===== src/design/ssnr_pkg.sv =====
// Shared types, constants and lookup functions of the seven-segment rectangle generator.
// No dependencies; compile this file first.
package ssnr_pkg;

  // Default number of decimal digits kept for display
  localparam int unsigned MAX_DIGITS_DEF = 8;

  // Field widths
  localparam int unsigned POS_W   = 16;
  localparam int unsigned NUM_W   = 32;
  localparam int unsigned COLOR_W = 16;
  localparam int unsigned COORD_W = 10;
  localparam int unsigned SIZE_W  = 11;
  localparam int unsigned GEOM_W  = 8;

  // Enough BCD digits for a 32-bit magnitude
  localparam int unsigned BCD_DIGITS = 10;

  // Screen limits
  localparam logic [SIZE_W-1:0] SCREEN_MAX    = 11'd1024;
  localparam logic [SIZE_W-1:0] WIDTH_RESET   = 11'd320;
  localparam logic [SIZE_W-1:0] HEIGHT_RESET  = 11'd240;

  // Box and glyph geometry
  localparam logic [GEOM_W-1:0] BOX_W         = 8'd150;
  localparam logic [GEOM_W-1:0] BOX_H         = 8'd50;
  localparam logic [GEOM_W-1:0] MINUS_W       = 8'd16;
  localparam logic [GEOM_W-1:0] MINUS_H       = 8'd4;
  localparam logic [POS_W-1:0]  MINUS_DY      = 16'd18;
  localparam logic [POS_W-1:0]  MINUS_SHIFT   = 16'd22;
  localparam logic [POS_W-1:0]  DIGIT_PITCH   = 16'd32;

  // Configuration register indexes
  localparam int unsigned CFG_IDX_W = 1;
  typedef enum logic [CFG_IDX_W-1:0] {
    CFG_SCREEN_WIDTH  = 1'd0,
    CFG_SCREEN_HEIGHT = 1'd1
  } cfg_idx_e;

  // Segment codes in drawing order
  localparam logic [2:0] SEG_LAST = 3'd6;

  // One clipped rectangle
  typedef struct packed {
    logic [COORD_W-1:0] x;
    logic [COORD_W-1:0] y;
    logic [SIZE_W-1:0]  w;
    logic [SIZE_W-1:0]  h;
    logic [COLOR_W-1:0] color;
  } rect_t;

  // Placement of one segment inside its cell
  typedef struct packed {
    logic [GEOM_W-1:0] dx;
    logic [GEOM_W-1:0] dy;
    logic [GEOM_W-1:0] w;
    logic [GEOM_W-1:0] h;
  } seg_geom_t;

  // Lit segments of a decimal digit, bit 0 is the top bar
  function automatic logic [6:0] seg_map(input logic [3:0] digit);
    logic [6:0] s;
    case (digit)
      4'd0: s = 7'h3F;
      4'd1: s = 7'h06;
      4'd2: s = 7'h5B;
      4'd3: s = 7'h4F;
      4'd4: s = 7'h66;
      4'd5: s = 7'h6D;
      4'd6: s = 7'h7D;
      4'd7: s = 7'h07;
      4'd8: s = 7'h7F;
      4'd9: s = 7'h6F;
      default: s = 7'h00;
    endcase
    return s;
  endfunction

  // Top, upper right, lower right, bottom, lower left, upper left, middle
  function automatic seg_geom_t seg_geom(input logic [2:0] seg);
    seg_geom_t g;
    case (seg)
      3'd0: g = '{dx: 8'd4,  dy: 8'd0,  w: 8'd16, h: 8'd4};
      3'd1: g = '{dx: 8'd20, dy: 8'd4,  w: 8'd4,  h: 8'd16};
      3'd2: g = '{dx: 8'd20, dy: 8'd20, w: 8'd4,  h: 8'd16};
      3'd3: g = '{dx: 8'd4,  dy: 8'd36, w: 8'd16, h: 8'd4};
      3'd4: g = '{dx: 8'd0,  dy: 8'd20, w: 8'd4,  h: 8'd16};
      3'd5: g = '{dx: 8'd0,  dy: 8'd4,  w: 8'd4,  h: 8'd16};
      3'd6: g = '{dx: 8'd4,  dy: 8'd18, w: 8'd16, h: 8'd4};
      default: g = '0;
    endcase
    return g;
  endfunction

endpackage


===== src/design/ssnr_if.sv =====
// Request and rectangle channel interfaces with valid/ready handshake.
// Depends on ssnr_pkg for field widths.
interface ssnr_req_if import ssnr_pkg::*; ();
  logic                      valid;
  logic                      ready;
  logic [POS_W-1:0]          pos_x;
  logic [POS_W-1:0]          pos_y;
  logic signed [NUM_W-1:0]   number;
  logic [COLOR_W-1:0]        fg_color;
  logic [COLOR_W-1:0]        bg_color;

  modport source (output valid, pos_x, pos_y, number, fg_color, bg_color, input ready);
  modport sink   (input valid, pos_x, pos_y, number, fg_color, bg_color, output ready);
endinterface

interface ssnr_rect_if import ssnr_pkg::*; ();
  logic                 valid;
  logic                 ready;
  logic [COORD_W-1:0]   rect_x;
  logic [COORD_W-1:0]   rect_y;
  logic [SIZE_W-1:0]    rect_w;
  logic [SIZE_W-1:0]    rect_h;
  logic [COLOR_W-1:0]   fill_color;
  logic                 last;

  modport source (output valid, rect_x, rect_y, rect_w, rect_h, fill_color, last,
                  input ready);
  modport sink   (input valid, rect_x, rect_y, rect_w, rect_h, fill_color, last,
                  output ready);
endinterface


===== src/design/seven_segment_number_rects_core.sv =====
// A request is taken only while idle, then its magnitude is converted to BCD
// bit-serially (one magnitude bit per cycle through the shift-add-3 register); the
// first rectangle passes the pending slot and the output register, and is held longer
// when the rectangles right after it are clipped away or the sink stalls.
// Steps: background box, minus sign when negative, seven segment steps per digit, at
// one candidate rectangle per cycle; a stalled output holds the generator.
// Reset: screen size returns to 320 x 240, the sequencer goes idle, all words dropped.
module seven_segment_number_rects_core
  import ssnr_pkg::*;
#(
  parameter int unsigned MAX_DIGITS = MAX_DIGITS_DEF
) (
  input  logic                 clk_i,
  input  logic                 rst_ni,
  ssnr_req_if.sink             req,
  ssnr_rect_if.source          rect,
  input  logic                 cfg_we_i,
  input  logic [CFG_IDX_W-1:0] cfg_idx_i,
  input  logic [SIZE_W-1:0]    cfg_data_i
);

  localparam int unsigned DIG_W  = (MAX_DIGITS > 1) ? $clog2(MAX_DIGITS) : 1;
  localparam int unsigned CONV_W = $clog2(NUM_W);
  localparam logic [CONV_W-1:0] CONV_END = CONV_W'(NUM_W - 1);

  typedef enum logic [5:0] {
    ST_IDLE  = 6'b000001,
    ST_CONV  = 6'b000010,
    ST_BG    = 6'b000100,
    ST_MINUS = 6'b001000,
    ST_DIGIT = 6'b010000,
    ST_FLUSH = 6'b100000
  } state_e;

  state_e state_q, state_d;

  // Configuration registers
  logic [SIZE_W-1:0] scr_w_q, scr_h_q;
  logic [SIZE_W-1:0] eff_w, eff_h;

  always_ff @(posedge clk_i or negedge rst_ni) begin
    if (!rst_ni) begin
      scr_w_q <= WIDTH_RESET;
      scr_h_q <= HEIGHT_RESET;
    end else if (cfg_we_i) begin
      case (cfg_idx_e'(cfg_idx_i))
        CFG_SCREEN_WIDTH:  scr_w_q <= cfg_data_i;
        CFG_SCREEN_HEIGHT: scr_h_q <= cfg_data_i;
        default: ;
      endcase
    end
  end

  assign eff_w = (scr_w_q > SCREEN_MAX) ? SCREEN_MAX : scr_w_q;
  assign eff_h = (scr_h_q > SCREEN_MAX) ? SCREEN_MAX : scr_h_q;

  // Request payload and working registers
  logic [POS_W-1:0]   x_q, x_d, y_q;
  logic [COLOR_W-1:0] fg_q, bg_q;
  logic               neg_q;
  logic [NUM_W-1:0]   bin_q, bin_d;
  logic [BCD_DIGITS-1:0][3:0] bcd_q, bcd_d, bcd_adj;
  logic [CONV_W-1:0]  conv_cnt_q, conv_cnt_d;
  logic [DIG_W-1:0]   dig_q, dig_d, dig_start;
  logic [2:0]         seg_q, seg_d;

  logic req_fire;
  assign req.ready = (state_q == ST_IDLE);
  assign req_fire  = req.valid && req.ready;

  // Add 3 to every BCD digit of five or more, then shift in the next magnitude bit
  always_comb begin
    for (int i = 0; i < BCD_DIGITS; i++) begin
      bcd_adj[i] = (bcd_q[i] >= 4'd5) ? (bcd_q[i] + 4'd3) : bcd_q[i];
    end
  end

  // Kept digits and the most significant one to draw; a nonzero digit above the
  // kept ones means every kept digit is drawn, leading zeros too
  logic [MAX_DIGITS-1:0][3:0] low_digits;
  logic [3:0]                 cur_digit;
  assign low_digits = bcd_q[MAX_DIGITS-1:0];
  assign cur_digit  = low_digits[dig_q];

  always_comb begin
    dig_start = '0;
    for (int i = 0; i < BCD_DIGITS; i++) begin
      if (bcd_q[i] != 4'd0) begin
        dig_start = (i < MAX_DIGITS) ? DIG_W'(i) : DIG_W'(MAX_DIGITS - 1);
      end
    end
  end

  // Candidate rectangle of the current step
  seg_geom_t          geom;
  logic               cand_valid;
  logic [POS_W-1:0]   cand_x, cand_y;
  logic [GEOM_W-1:0]  cand_w, cand_h;
  logic [COLOR_W-1:0] cand_color;
  logic [6:0]         lit;

  assign geom = seg_geom(seg_q);
  assign lit  = seg_map(cur_digit);

  always_comb begin
    cand_valid = 1'b0;
    cand_x     = x_q;
    cand_y     = y_q;
    cand_w     = BOX_W;
    cand_h     = BOX_H;
    cand_color = bg_q;
    case (state_q)
      ST_BG: begin
        cand_valid = 1'b1;
      end
      ST_MINUS: begin
        cand_valid = 1'b1;
        cand_y     = y_q + MINUS_DY;
        cand_w     = MINUS_W;
        cand_h     = MINUS_H;
        cand_color = fg_q;
      end
      ST_DIGIT: begin
        cand_valid = lit[seg_q];
        cand_x     = x_q + POS_W'(geom.dx);
        cand_y     = y_q + POS_W'(geom.dy);
        cand_w     = geom.w;
        cand_h     = geom.h;
        cand_color = fg_q;
      end
      default: ;
    endcase
  end

  // Clip against the screen
  logic              on_screen;
  logic [POS_W:0]    x_end, y_end;
  rect_t             cand_rect;

  assign on_screen = (cand_x < POS_W'(eff_w)) && (cand_y < POS_W'(eff_h));
  assign x_end     = {1'b0, cand_x} + (POS_W+1)'(cand_w);
  assign y_end     = {1'b0, cand_y} + (POS_W+1)'(cand_h);

  always_comb begin
    cand_rect.x     = cand_x[COORD_W-1:0];
    cand_rect.y     = cand_y[COORD_W-1:0];
    cand_rect.w     = (x_end > (POS_W+1)'(eff_w)) ? (eff_w - cand_x[SIZE_W-1:0])
                                                   : SIZE_W'(cand_w);
    cand_rect.h     = (y_end > (POS_W+1)'(eff_h)) ? (eff_h - cand_y[SIZE_W-1:0])
                                                   : SIZE_W'(cand_h);
    cand_rect.color = cand_color;
  end

  // Pending word (held until the next survivor or the end tells its last flag)
  // and the output register
  rect_t pend_q, pend_d, out_q, out_d;
  logic  pend_vq, pend_vd, out_vq, out_vd, out_last_q, out_last_d;
  logic  can_push, keep, gen_step, advance, out_load;

  assign can_push = !out_vq || rect.ready;
  assign keep     = cand_valid && on_screen;
  assign gen_step = (state_q == ST_BG) || (state_q == ST_MINUS) || (state_q == ST_DIGIT);
  assign advance  = gen_step && (!keep || !pend_vq || can_push);

  always_comb begin
    state_d    = state_q;
    x_d        = x_q;
    bin_d      = bin_q;
    bcd_d      = bcd_q;
    conv_cnt_d = conv_cnt_q;
    dig_d      = dig_q;
    seg_d      = seg_q;
    pend_d     = pend_q;
    pend_vd    = pend_vq;
    out_d      = out_q;
    out_last_d = out_last_q;
    out_load   = 1'b0;

    // Move a survivor into the pending slot, pushing the older one out
    if (advance && keep) begin
      pend_d  = cand_rect;
      pend_vd = 1'b1;
      if (pend_vq) begin
        out_d      = pend_q;
        out_last_d = 1'b0;
        out_load   = 1'b1;
      end
    end

    case (state_q)
      ST_IDLE: begin
        if (req_fire) begin
          bin_d      = req.number[NUM_W-1] ? (~req.number + 1'b1) : req.number;
          bcd_d      = '0;
          conv_cnt_d = '0;
          x_d        = req.pos_x;
          state_d    = ST_CONV;
        end
      end
      ST_CONV: begin
        bcd_d      = {bcd_adj[BCD_DIGITS-1][2:0], bcd_adj[BCD_DIGITS-2:0], bin_q[NUM_W-1]};
        bin_d      = {bin_q[NUM_W-2:0], 1'b0};
        conv_cnt_d = conv_cnt_q + 1'b1;
        if (conv_cnt_q == CONV_END) state_d = ST_BG;
      end
      ST_BG: begin
        if (advance) begin
          dig_d   = dig_start;
          seg_d   = '0;
          state_d = neg_q ? ST_MINUS : ST_DIGIT;
        end
      end
      ST_MINUS: begin
        if (advance) begin
          x_d     = x_q + MINUS_SHIFT;
          state_d = ST_DIGIT;
        end
      end
      ST_DIGIT: begin
        if (advance) begin
          if (seg_q == SEG_LAST) begin
            seg_d = '0;
            x_d   = x_q + DIGIT_PITCH;
            if (dig_q == '0) state_d = ST_FLUSH;
            else             dig_d   = dig_q - 1'b1;
          end else begin
            seg_d = seg_q + 1'b1;
          end
        end
      end
      ST_FLUSH: begin
        if (!pend_vq) begin
          state_d = ST_IDLE;
        end else if (can_push) begin
          out_d      = pend_q;
          out_last_d = 1'b1;
          out_load   = 1'b1;
          pend_vd    = 1'b0;
          state_d    = ST_IDLE;
        end
      end
      default: state_d = ST_IDLE;
    endcase

    if (out_load)        out_vd = 1'b1;
    else if (rect.ready) out_vd = 1'b0;
    else                 out_vd = out_vq;
  end

  // Control state
  always_ff @(posedge clk_i or negedge rst_ni) begin
    if (!rst_ni) begin
      state_q    <= ST_IDLE;
      pend_vq    <= 1'b0;
      out_vq     <= 1'b0;
      conv_cnt_q <= '0;
      dig_q      <= '0;
      seg_q      <= '0;
    end else begin
      state_q    <= state_d;
      pend_vq    <= pend_vd;
      out_vq     <= out_vd;
      conv_cnt_q <= conv_cnt_d;
      dig_q      <= dig_d;
      seg_q      <= seg_d;
    end
  end

  // Payload
  always_ff @(posedge clk_i) begin
    x_q        <= x_d;
    bin_q      <= bin_d;
    bcd_q      <= bcd_d;
    pend_q     <= pend_d;
    out_q      <= out_d;
    out_last_q <= out_last_d;
    if (req_fire) begin
      y_q   <= req.pos_y;
      fg_q  <= req.fg_color;
      bg_q  <= req.bg_color;
      neg_q <= req.number[NUM_W-1];
    end
  end

  // Drive the rectangle channel
  assign rect.valid      = out_vq;
  assign rect.rect_x     = out_q.x;
  assign rect.rect_y     = out_q.y;
  assign rect.rect_w     = out_q.w;
  assign rect.rect_h     = out_q.h;
  assign rect.fill_color = out_q.color;
  assign rect.last       = out_last_q;

endmodule


===== src/flat_wrapper.sv =====
// flat-port wrapper written by rule: the top's interface ports become plain ports
module seven_segment_number_rects_core_flat import ssnr_pkg::*;
#(
  parameter int unsigned MAX_DIGITS = MAX_DIGITS_DEF
)
  (clk_i, rst_ni, cfg_we_i, cfg_idx_i, cfg_data_i, req_valid, req_pos_x, req_pos_y, req_number, req_fg_color, req_bg_color, req_ready, rect_valid, rect_rect_x, rect_rect_y, rect_rect_w, rect_rect_h, rect_fill_color, rect_last, rect_ready);
  ssnr_req_if req_i ();
  ssnr_rect_if rect_i ();
  input  logic clk_i;
  input  logic rst_ni;
  input  logic cfg_we_i;
  input  logic [CFG_IDX_W-1:0] cfg_idx_i;
  input  logic [SIZE_W-1:0] cfg_data_i;
  input wire logic [$bits(req_i.valid)-1:0] req_valid;
  input wire logic [$bits(req_i.pos_x)-1:0] req_pos_x;
  input wire logic [$bits(req_i.pos_y)-1:0] req_pos_y;
  input wire logic [$bits(req_i.number)-1:0] req_number;
  input wire logic [$bits(req_i.fg_color)-1:0] req_fg_color;
  input wire logic [$bits(req_i.bg_color)-1:0] req_bg_color;
  output wire logic [$bits(req_i.ready)-1:0] req_ready;
  output wire logic [$bits(rect_i.valid)-1:0] rect_valid;
  output wire logic [$bits(rect_i.rect_x)-1:0] rect_rect_x;
  output wire logic [$bits(rect_i.rect_y)-1:0] rect_rect_y;
  output wire logic [$bits(rect_i.rect_w)-1:0] rect_rect_w;
  output wire logic [$bits(rect_i.rect_h)-1:0] rect_rect_h;
  output wire logic [$bits(rect_i.fill_color)-1:0] rect_fill_color;
  output wire logic [$bits(rect_i.last)-1:0] rect_last;
  input wire logic [$bits(rect_i.ready)-1:0] rect_ready;
  assign req_i.valid = req_valid;
  assign req_i.pos_x = req_pos_x;
  assign req_i.pos_y = req_pos_y;
  assign req_i.number = req_number;
  assign req_i.fg_color = req_fg_color;
  assign req_i.bg_color = req_bg_color;
  assign req_ready = req_i.ready;
  assign rect_valid = rect_i.valid;
  assign rect_rect_x = rect_i.rect_x;
  assign rect_rect_y = rect_i.rect_y;
  assign rect_rect_w = rect_i.rect_w;
  assign rect_rect_h = rect_i.rect_h;
  assign rect_fill_color = rect_i.fill_color;
  assign rect_last = rect_i.last;
  assign rect_i.ready = rect_ready;
  seven_segment_number_rects_core #(.MAX_DIGITS(MAX_DIGITS)) u_core (.clk_i(clk_i), .rst_ni(rst_ni), .req(req_i), .rect(rect_i), .cfg_we_i(cfg_we_i), .cfg_idx_i(cfg_idx_i), .cfg_data_i(cfg_data_i));
endmodule

===== config.mk =====
export PLATFORM = sky130hd
export DESIGN_NAME = seven_segment_number_rects_core_flat
export DESIGN_NICKNAME = d
export VERILOG_FILES = /design/src/design/ssnr_pkg.sv /design/src/design/ssnr_if.sv /design/src/design/seven_segment_number_rects_core.sv /design/src/flat_wrapper.sv
export SDC_FILE = /design/constraint.sdc
export NUM_CORES = 1
export LEC_CHECK = 0
export BUFFER_PORTS_ARGS = -buffer_cell sky130_fd_sc_hd__buf_4
export CAP_MARGIN = 5
export CORE_UTILIZATION = 60
export DETAILED_ROUTE_END_ITERATION = 7
export GPL_TIMING_DRIVEN = 0
export PLACE_DENSITY = 0.91
export SLEW_MARGIN = 40
export SYNTH_ARGS = -nofsm -noshare
export SYNTH_HDL_FRONTEND = slang
export SYNTH_SLANG_ARGS = --single-unit

===== constraint.sdc =====
create_clock -name clk_i -period 6.75 [get_ports clk_i]
set_input_delay 0.675 -clock clk_i [delete_from_list [all_inputs] [get_ports clk_i]]
set_output_delay 0.675 -clock clk_i [all_outputs]
set_load 0.05 [all_outputs]

======== Word-level counts from Yosys, hierarchy flattened ========
Memory sizes are Yosys's and may differ from the RTL's.
Index checks and enable logic that the tools add are counted.
storage, ports and cells
  register bits ........................... 295
  latch bits .............................. 0
  bits in writable memories ............... 0
  memory bits (read-only) ................. 112
  output and inout port bits .............. 61
  logic and storage cells ................. 227
  memories kept ........................... 1
memories
  name             words  width  read ports  clocked after memory_dff  write ports  RTL line        source
  (no name shown)  16     7      1           0                         0            ssnr_pkg.sv:63  case (digit)
cells by class
  add/sub/neg operators ................... 23
  multiply operators ...................... 0
  divide/modulo/power cells ............... 0
  magnitude comparators ................... 18
  equal/unequal tests ..................... 22
  shift operators ......................... 0
  muxes and demuxes ....................... 87
  bitwise operators ....................... 2
  reductions and logical operators ........ 37
operators with widths
  cell                                                    number
  two-way mux 58 bit                                      5
  one-hot mux 29 bit (7 select lines)                     1
  two-way mux 16 bit                                      6
  one-hot mux 40 bit (2 select lines)                     1
  two-way mux 32 bit                                      2
  one-hot mux 32 bit (2 select lines)                     1
  two-way mux 6 bit                                       9
  one-hot mux 16 bit (3 select lines)                     1
  two-way mux 3 bit                                       14
  >= comparator 4 x 3 -> 1 bit (second input constant)    10
  two-way mux 4 bit                                       10
  two-way mux 40 bit                                      1
  adder 4 x 2 -> 4 bit (second input constant)            9
  one-hot mux 6 bit (6 select lines)                      1
  nonzero test 4 bit                                      9
  adder 16 x 8 -> 17 bit                                  2
  greater-than comparator 17 x 11 -> 1 bit                2
  adder 16 x 5 -> 16 bit (second input constant)          2
  adder 32 x 1 -> 32 bit (second input constant)          1
  < comparator 16 x 11 -> 1 bit                           2
  inverter 32 bit                                         1
  one-hot mux 16 bit (2 select lines)                     1
  one-hot mux 8 bit (2 select lines)                      2
  greater-than comparator 11 bit (second input constant)  2
  other kinds (44)                                        94

======== Depth between registers and ports, before layout ========
Gate-level depths: netlist of the first run.
  depth after elaboration ................. 17
  mapped depth ............................ 28
  mapped depth without buffers ............ 25

======== Worst setup path before layout of the first run ========
Ideal clock, no wire load.
  kind .................................... reg2reg
  start point ............................. register u_core.state_q[3]
  end point ............................... register u_core.pend_q[0] (netlist name) (enable)
  setup time .............................. 0.422 ns
  arrival time ............................ 5.808 ns
  data required time ...................... 6.328 ns
  setup slack ............................. 0.520 ns
  stages on the path, launching flop included .. 19
  buffers on the path ..................... 3
  path through ............................ dfrtp_1 > buf_2 > nor4_2 > and2_1 > clkbuf_1 > clkbuf_1 > o21ai_0 > fa_1 > nand4b_1 > nand2_1 > nand3_1 > xnor2_1 > ha_1 > a2111oi_0 > nand2_1 > o2111ai_1 > nand4_1 > nor4_1 > and3b_1
RTL lines
  what                    RTL line                                source
  start, declared         seven_segment_number_rects_core.sv:35   state_e state_q, state_d;
  start signal, assigned  seven_segment_number_rects_core.sv:260  state_q <= state_d;
  end signal, assigned    seven_segment_number_rects_core.sv:274  pend_q <= pend_d;
  end, declared           seven_segment_number_rects_core.sv:156  rect_t pend_q, pend_d, out_q, out_d;

==> flow_summary_export.csv, run 1 <==
group,metric,value,unit
status,status,"complete, no violations",
yosys,seq_area_frac_synth,48.4,%
power,ir_drop,0.266,mV
floorplanning,start_util,61.5,%
global_route,grt_antenna_before_repair,0,
route,vias,13000,
global_route,first_global_vias,13000,
worst_setup_path,slowest_stage,"or4_4",
yosys,yosys-top-cells-area,"edfxtp_1 (35%), ha_1 (8.4%), dfxtp_1 (7.1%)",
global_route,grt_usage,28.5,%
clock_network,cts_sinks,295,
yosys,synthesis.nets,1827,
worst_setup_path,path_buf_inv,7,
flow_run,max-cap-violations,0,
worst_setup_path,worstPathRequired,7.01,ns
layout,fin_area,19700,um2
timing,max_slew_margin,47.0,%
layout,area_delta_synth_final,18.0,%
route,drc,0,
global_route,grt_overflow,0,
worst_setup_path,worstPathCellList,"clkbuf_1 > or4_1 > buf_2 > nor2_8 > inv_2 > clkbuf_1 > clkbuf_1 > o21ai_2 > inv_1 > fa_1 > nor2b_1 > a211o_1 > a21oi_1 > a221oi_4 > nand3_2 > xnor2_1 > ha_1 > nand3_1 > or3_1 > o21ai_0 > a21oi_1 > or4_4 > buf_6 > mux2i_1",
yosys,synth_edf_count,195,
floorplanning,ios,174,
clock_network,cts.htree.levels,1,
place,place_area,18500,um2
global_route,grt_max_degree,44,
clock_network,clkSlewWorstSetupHoldPaths,0.06,ns
yosys,synthDistinctLibCells,80,
timing,tightest_slew,0.788,ns
clock_network,cts-root-buf,"clkbuf_16",
worst_setup_path,ff2ff_path_depth,24,
timing,fin_crit_sh,94.7,%
worst_setup_path,slowest_delay,0.56,ns
yosys,yosys.area.top_type,"edfxtp_1",
layout,fin_nets,2034,
timing,tns,0,ns
worst_setup_path,start_kind,"flop",
yosys,yosys_warnings,0,
yosys,syn_inst,1597,
power,p_total,0.00836,W
route,postRouteAntennaNets,0,
clock_network,cts_max_path_buffers,3,
yosys,async_reset_ff_share,13.9,%
timing,rsz0062_at_grt,"no",
worst_setup_path,r2r_start,"u_core.state_q[5]",
worst_setup_path,critPathKind,"reg2reg",
timing,fmax,0.156,GHz
worst_setup_path,reg2reg_to,"u_core.pend_q[21]",
route,drt_iter0_drc,1110,
place,hpwl,29900,um
layout,fillerInstances,1810,
yosys,syn_area,16700,um2
power,power_density,425,nW/um2
clock_network,cts_buffers,30,
yosys,syn_area_per_cell,10.4,um2
worst_setup_path,cp_top_family,"simple AND/OR/NAND/NOR gates",
worst_setup_path,r2r_setup_slack,0.36,ns
global_route,grt_pass1_wl,64700,um
clock_network,clk_latency,0.57,ns
layout,drive_gt1_share,18.9,%
power,pwr-share-seq,35.6,%
timing,hold_viol_final,0,
power,p_comb_share,43.0,%
clock_network,cts_tree,"done",
floorplanning,die_h,169,um
worst_setup_path,worstSetupEndpointType,"flop",
timing,drv_slew,0,
worst_setup_path,critPathMaxFanout,10,
route,wirelength,40600,um
floorplanning,dieArea,28500,um2
min_path,hold_class,"in2async",
floorplanning,rows,60,
power,swShare,39.7,%
floorplanning,die_x,169,um
worst_setup_path,crit_path_frequent_cell,"clkbuf_1",
yosys,ys_seq_elements,295,
timing,min_period,6.39,ns
route,dr.pass1.iters,7,
yosys,yosysTopAreaCellShare,35.1,%
power,p_leak,8.30,nW
route,avgViaCountPerCell,5.92,
route,wl_per_cell,18.5,um
place,gp_congestion,0.936,
yosys,ys_dominant_reg_cell,"edfxtp_1",
power,p_clk_share,21.4,%
power,internal_power,0.00504,W
power,p_switching,0.00332,W
place,io_buffers,173,
timing,fin_worst_skew,0.0193,ns
timing,setup_violations,0,
worst_setup_path,arrival,6.65,ns
floorplanning,core_region_area,27100,um2
-- cells by family (layout without fill, tap and decap cells) --
kind of cell,after synthesis,after routing,synth area share [%]
other,0,1,0
AOI/OAI and AO/OA,288,288,10.7
DFF,295,295,48.4
buffers and inverters,158,389,3.78
xor gates and xnor gates,95,95,5.03
and+or+nand+nor,531,531,15.2
adders and majority gates,117,117,9.00
muxes,113,113,7.87
-- power by group through the flow --
stage	registers [W]	logic, W	clock network, W
after detailed placement	0.00299	0.00351	0
after global routing	0.00304	0.00392	0.00187
after CTS	0.00297	0.00357	0.00180
final	0.00298	0.00360	0.00179
after global placement	0.00299	0.00331	0
after floorplan	0.00341	0.00209	0
-- area by class of cell --
| cell class | count | area [um2] | area share (%) |
|---|---|---|---|
| clock buffer | 44 | 950 | 4.83 |
| timing repair buffer | 179 | 1380 | 7.02 |
| tap | 372 | 465 | 2.37 |
| inverter | 105 | 397 | 2.02 |
| sequential | 295 | 8070 | 41.0 |
| buffer | 49 | 221 | 1.13 |
| antenna | 1 | 2.50 | 0.0127 |
| multi-input combinational | 1144 | 8050 | 40.9 |
| clock inverter | 12 | 138 | 0.699 |
-- per-layer routing --
layer | track usage, % | vias to the layer above | wire (um)
met5 | 0 | - | 0
met4 | 9.92 | 0 | 1170
met3 | 3.81 | 99 | 2760
met2 | 52.5 | 538 | 21000
met1 | 34.1 | 6272 | 15700
li1 | - | 6110 | -
-- metrics by stage --
step           hold WS (ns)  cells  utilization, %  setup slack, ns
3_5_place_dp          0.442   2145            68.3           -0.798
4_1_cts              0.0993   2200            72.5           0.0401
6_report             0.0922   2201            72.6            0.360
5_1_grt               0.125   2200            72.6           0.0233
3_3_place_gp          0.437   2142            68.0            -1.43
2_1_floorplan         0.379   1597               -            0.520
-- flip-flops by register name (all words and copies together), names as in the netlist --
signal	flops
u_core.pend_q	58
u_core.bcd_q	40
u_core.bin_q	32
u_core.bg_q	16
u_core.fg_q	16
u_core.rect.fill_color	16
u_core.x_q	16
u_core.y_q	16
u_core.rect.rect_h	11
u_core.rect.rect_w	11
u_core.scr_h_q	11
u_core.scr_w_q	11
u_core.rect.rect_x	10
u_core.rect.rect_y	10
u_core.state_q	6
u_core.conv_cnt_q	5
u_core.dig_q	3
u_core.seg_q	3
u_core.neg_q	1
u_core.pend_vq	1
u_core.rect.last	1
u_core.rect.valid	1
-- cells in the final DEF (no fill, tap or decap), types with 9 or more instances in the layout --
cell type / count
a21oi_1: 74
o21ai_0: 95
nor2_1: 101
nand3_1: 27
mux2_2: 63
nand2_1: 220
and2_1: 13
nor4_1: 13
or3_1: 11
a21o_1: 16
edfxtp_1: 195
nand2b_1: 19
clkbuf_16: 35
buf_4: 178
dfrtp_1: 34
ha_1: 112
nand4_1: 15
nor2b_1: 21
inv_1: 101
mux2_1: 22
buf_1: 9
nor3_1: 34
clkbuf_1: 34
dfxtp_1: 59
xor2_1: 44
and3_1: 15
xnor2_1: 49
o22ai_1: 9
mux2i_1: 22
-- synth_stat cells, drive strengths merged (7+ instances only) --
master / instances
xor2: 44
o22ai: 9
o21ai: 98
ha: 112
buf: 20
and3: 15
nand3: 28
dfstp: 7
nor4: 17
dfxtp: 59
or3: 12
mux2i: 22
nor2b: 22
o21a: 7
mux2: 85
dfrtp: 34
inv: 104
clkbuf: 33
a221o: 7
nand4: 15
o31ai: 7
nand2: 222
xnor2: 51
a21oi: 76
and2: 14
nor3: 35
nor2: 103
edfxtp: 195
nand2b: 19
a21o: 16
-- what timing repair did --
action / CTS / global route
buffers inserted: 1 / 2
hold buffers: 0 / 0
endpoints found under the hold margin: 0 / 0
setup endpoints to repair: 131 / 127
gates cloned: 0 / 0
gates resized for setup: 9 / 8
pin swaps: 1 / 3
-- worst max-delay path by stage --
stage,startpoint,end,slack (ns),cells after the start
final,u_core.state_q[5],u_core.pend_q[21],0.36,24
after global routing,u_core.state_q[5],u_core.pend_q[21],0.02,25
after CTS,u_core.state_q[4],u_core.rect.rect_y[7],0.04,20
after detailed placement,u_core.state_q[4],u_core.pend_q[21],-0.80,26
after global placement,u_core.state_q[4],u_core.pend_q[53],-1.43,18
after floorplan,u_core.state_q[3],u_core.pend_q[0],0.52,18
No activity file was read; power rests on OpenSTA's default activity.
==> run 2, diff against run 1 <==
--- a/config.mk
+++ b/config.mk
@@ -9,7 +9,6 @@
 export CAP_MARGIN = 5
 export CORE_UTILIZATION = 60
 export DETAILED_ROUTE_END_ITERATION = 7
-export GPL_TIMING_DRIVEN = 0
 export PLACE_DENSITY = 0.91
 export SLEW_MARGIN = 40
 export SYNTH_ARGS = -nofsm -noshare
==> run 2 against run 1 <==
Against the previous run:
- sequential power rose by 1%
- power fell by 3.0%
- register-to-register slack improved by 0.34 ns
- setup slack improved by 0.34 ns
- largest power group unchanged
==> flow_summary_export.csv, run 2 (synthesis results as in run 1) <==
group,metric,value,unit
status,status,"complete, no violations",
power,pwr-share-seq,37.2,%
global_route,grt_max_degree,74,
clock_network,clkSlewWorstSetupHoldPaths,0.07,ns
clock_network,postCtsHoldBufs,0,
worst_setup_path,worstSetupEndpointType,"flop",
global_route,grt_usage,27.4,%
flow_run,max-cap-violations,0,
clock_network,postCtsSetupRepairBufs,0,
worst_setup_path,slowest_stage,"or4_4",
power,p_comb_share,43.0,%
clock_network,cts_buffers,31,
floorplanning,rows,60,
layout,largest_reg_flops,58,
timing,max_slew_margin,51.4,%
worst_setup_path,path_buf_inv,5,
timing,fin_worst_skew,0.0194,ns
place,gp_congestion,0.976,
floorplanning,die_h,169,um
global_route,first_global_vias,12600,
min_path,hold_class,"in2async",
clock_network,cts-resized-gates,0,
place,place_area,18400,um2
timing,fin_crit_sh,89.7,%
timing,min_period,6.05,ns
route,wirelength,38800,um
clock_network,cts_sinks,295,
route,postRouteAntennaNets,0,
clock_network,cts-root-buf,"clkbuf_16",
timing,tns,0,ns
timing,drv_slew,0,
power,p_clk_share,19.8,%
place,place_ws,0.745,ns
layout,multi_input_area,8000,um2
floorplanning,start_util,61.5,%
power,p_switching,0.00327,W
layout,final_common_cell,"nand2_1",
worst_setup_path,worstPathRequired,7.06,ns
worst_setup_path,worst-path-stages,25,
layout,final_cell_mix,"nand2_1 (221), edfxtp_1 (195), buf_4 (190), ha_1 (112)",
timing,rsz0062_at_grt,"no",
clock_network,cts_max_path_buffers,3,
worst_setup_path,critPathMaxFanout,11,
layout,biggestRegsByFlops,"u_core.pend_q x58, u_core.bcd_q x40, u_core.bin_q x32",
power,swShare,40.4,%
route,avgViaCountPerCell,5.81,
layout,finalNonFillerCells,2168,
route,drc,0,
global_route,grt_antenna_before_repair,2,
route,dr.pass1.iters,6,
worst_setup_path,ff2ff_path_depth,25,
worst_setup_path,r2r_start,"u_core.state_q[3]",
power,ir_drop,0.291,mV
timing,tightest_slew,0.722,ns
clock_network,cts.htree.levels,1,
worst_setup_path,cp_top_family,"simple AND/OR/NAND/NOR gates",
timing,setup_ws,0.695,ns
floorplanning,die_x,169,um
layout,drive_gt1_share,18.7,%
power,p_leak,8.17,nW
layout,fin_nets,2000,
worst_setup_path,critPathKind,"reg2reg",
place,io_buffers,173,
floorplanning,core_region_area,27100,um2
power,power_density,419,nW/um2
clock_network,cts_tree,"done",
layout,regMostFlops,"u_core.pend_q",
timing,fmax,0.165,GHz
place,hpwl,28400,um
layout,area_delta_synth_final,16.1,%
timing,hold_viol_final,0,
worst_setup_path,start_kind,"flop",
clock_network,clk_latency,0.57,ns
route,drt_iter0_drc,927,
layout,fillerInstances,1911,
layout,seq_area,8070,um2
global_route,grt_overflow,0,
power,internal_power,0.00484,W
timing,setup_violations,0,
worst_setup_path,arrival,6.37,ns
global_route,grt_pass1_wl,62500,um
route,wl_per_cell,17.9,um
worst_setup_path,slowest_delay,0.63,ns
place,placedCellCount,2109,
floorplanning,ios,174,
layout,fin_area,19400,um2
floorplanning,dieArea,28500,um2
worst_setup_path,timing.critical_path.from,"u_core.state_q[3]",
route,vias,12600,
==> run 2: cell count changes in the layout (fill, tap and decap cells not counted), sizes merged <==
cell / before / now
clkbuf: 73 / 46
buf: 199 / 193
bufinv: 3 / 1
clkinv: 9 / 11
==> run 2: layout make-up <==
cell class	instances	area share [%]
timing repair buffer	193	7.63
clock inverter	12	0.511
antenna	1	0.0129
clock buffer	46	4.40
sequential	295	41.7
multi-input combinational	1144	41.3
tap	372	2.40
inverter	105	2.04
==> run 2: power groups by stage <==
stage	registers (W)	clock network [W]	logic, W
after floorplan	0.00341	0	0.00209
after global placement	0.00300	0	0.00331
after detailed placement	0.00304	0	0.00344
after CTS	0.00301	0.00164	0.00347
after global routing	0.00308	0.00170	0.00382
final	0.00302	0.00161	0.00349
==> run 2: path summary, 6_finish.rpt <==
path	to	slack [ns]
max in group asynchronous	u_core.conv_cnt_q[3]	6.26
min	u_core.scr_w_q[7]	0.08
max reg2reg	u_core.pend_q[17]	0.70
min in group clk_i	u_core.y_q[1]	0.28
max	u_core.pend_q[17]	0.70
min reg2reg	u_core.rect.rect_w[10]	0.45
==> run 2: per-layer routing <==
metal  global-route usage [%]  vias to the layer above  share of wire [%]
met5                        0                        -              0.041
met4                     10.4                        2                3.8
met3                     4.86                      105                6.6
met2                     47.7                      486                 50
met1                     33.9                     5963                 40
li1                         -                     6040                  -
==> run 2: metrics by stage <==
| stage | utilization (%) | hold slack (ns) | total power [W] |
|---|---|---|---|
| 4_1_cts | 71.4 | 0.0818 | 0.00812 |
| 5_1_grt | 71.4 | 0.115 | 0.00860 |
| 3_3_place_gp | 67.9 | 0.435 | 0.00631 |
| 6_report | 71.4 | 0.0827 | 0.00811 |
| 3_5_place_dp | 67.9 | 0.442 | 0.00648 |
| 2_1_floorplan | - | 0.379 | 0.00549 |
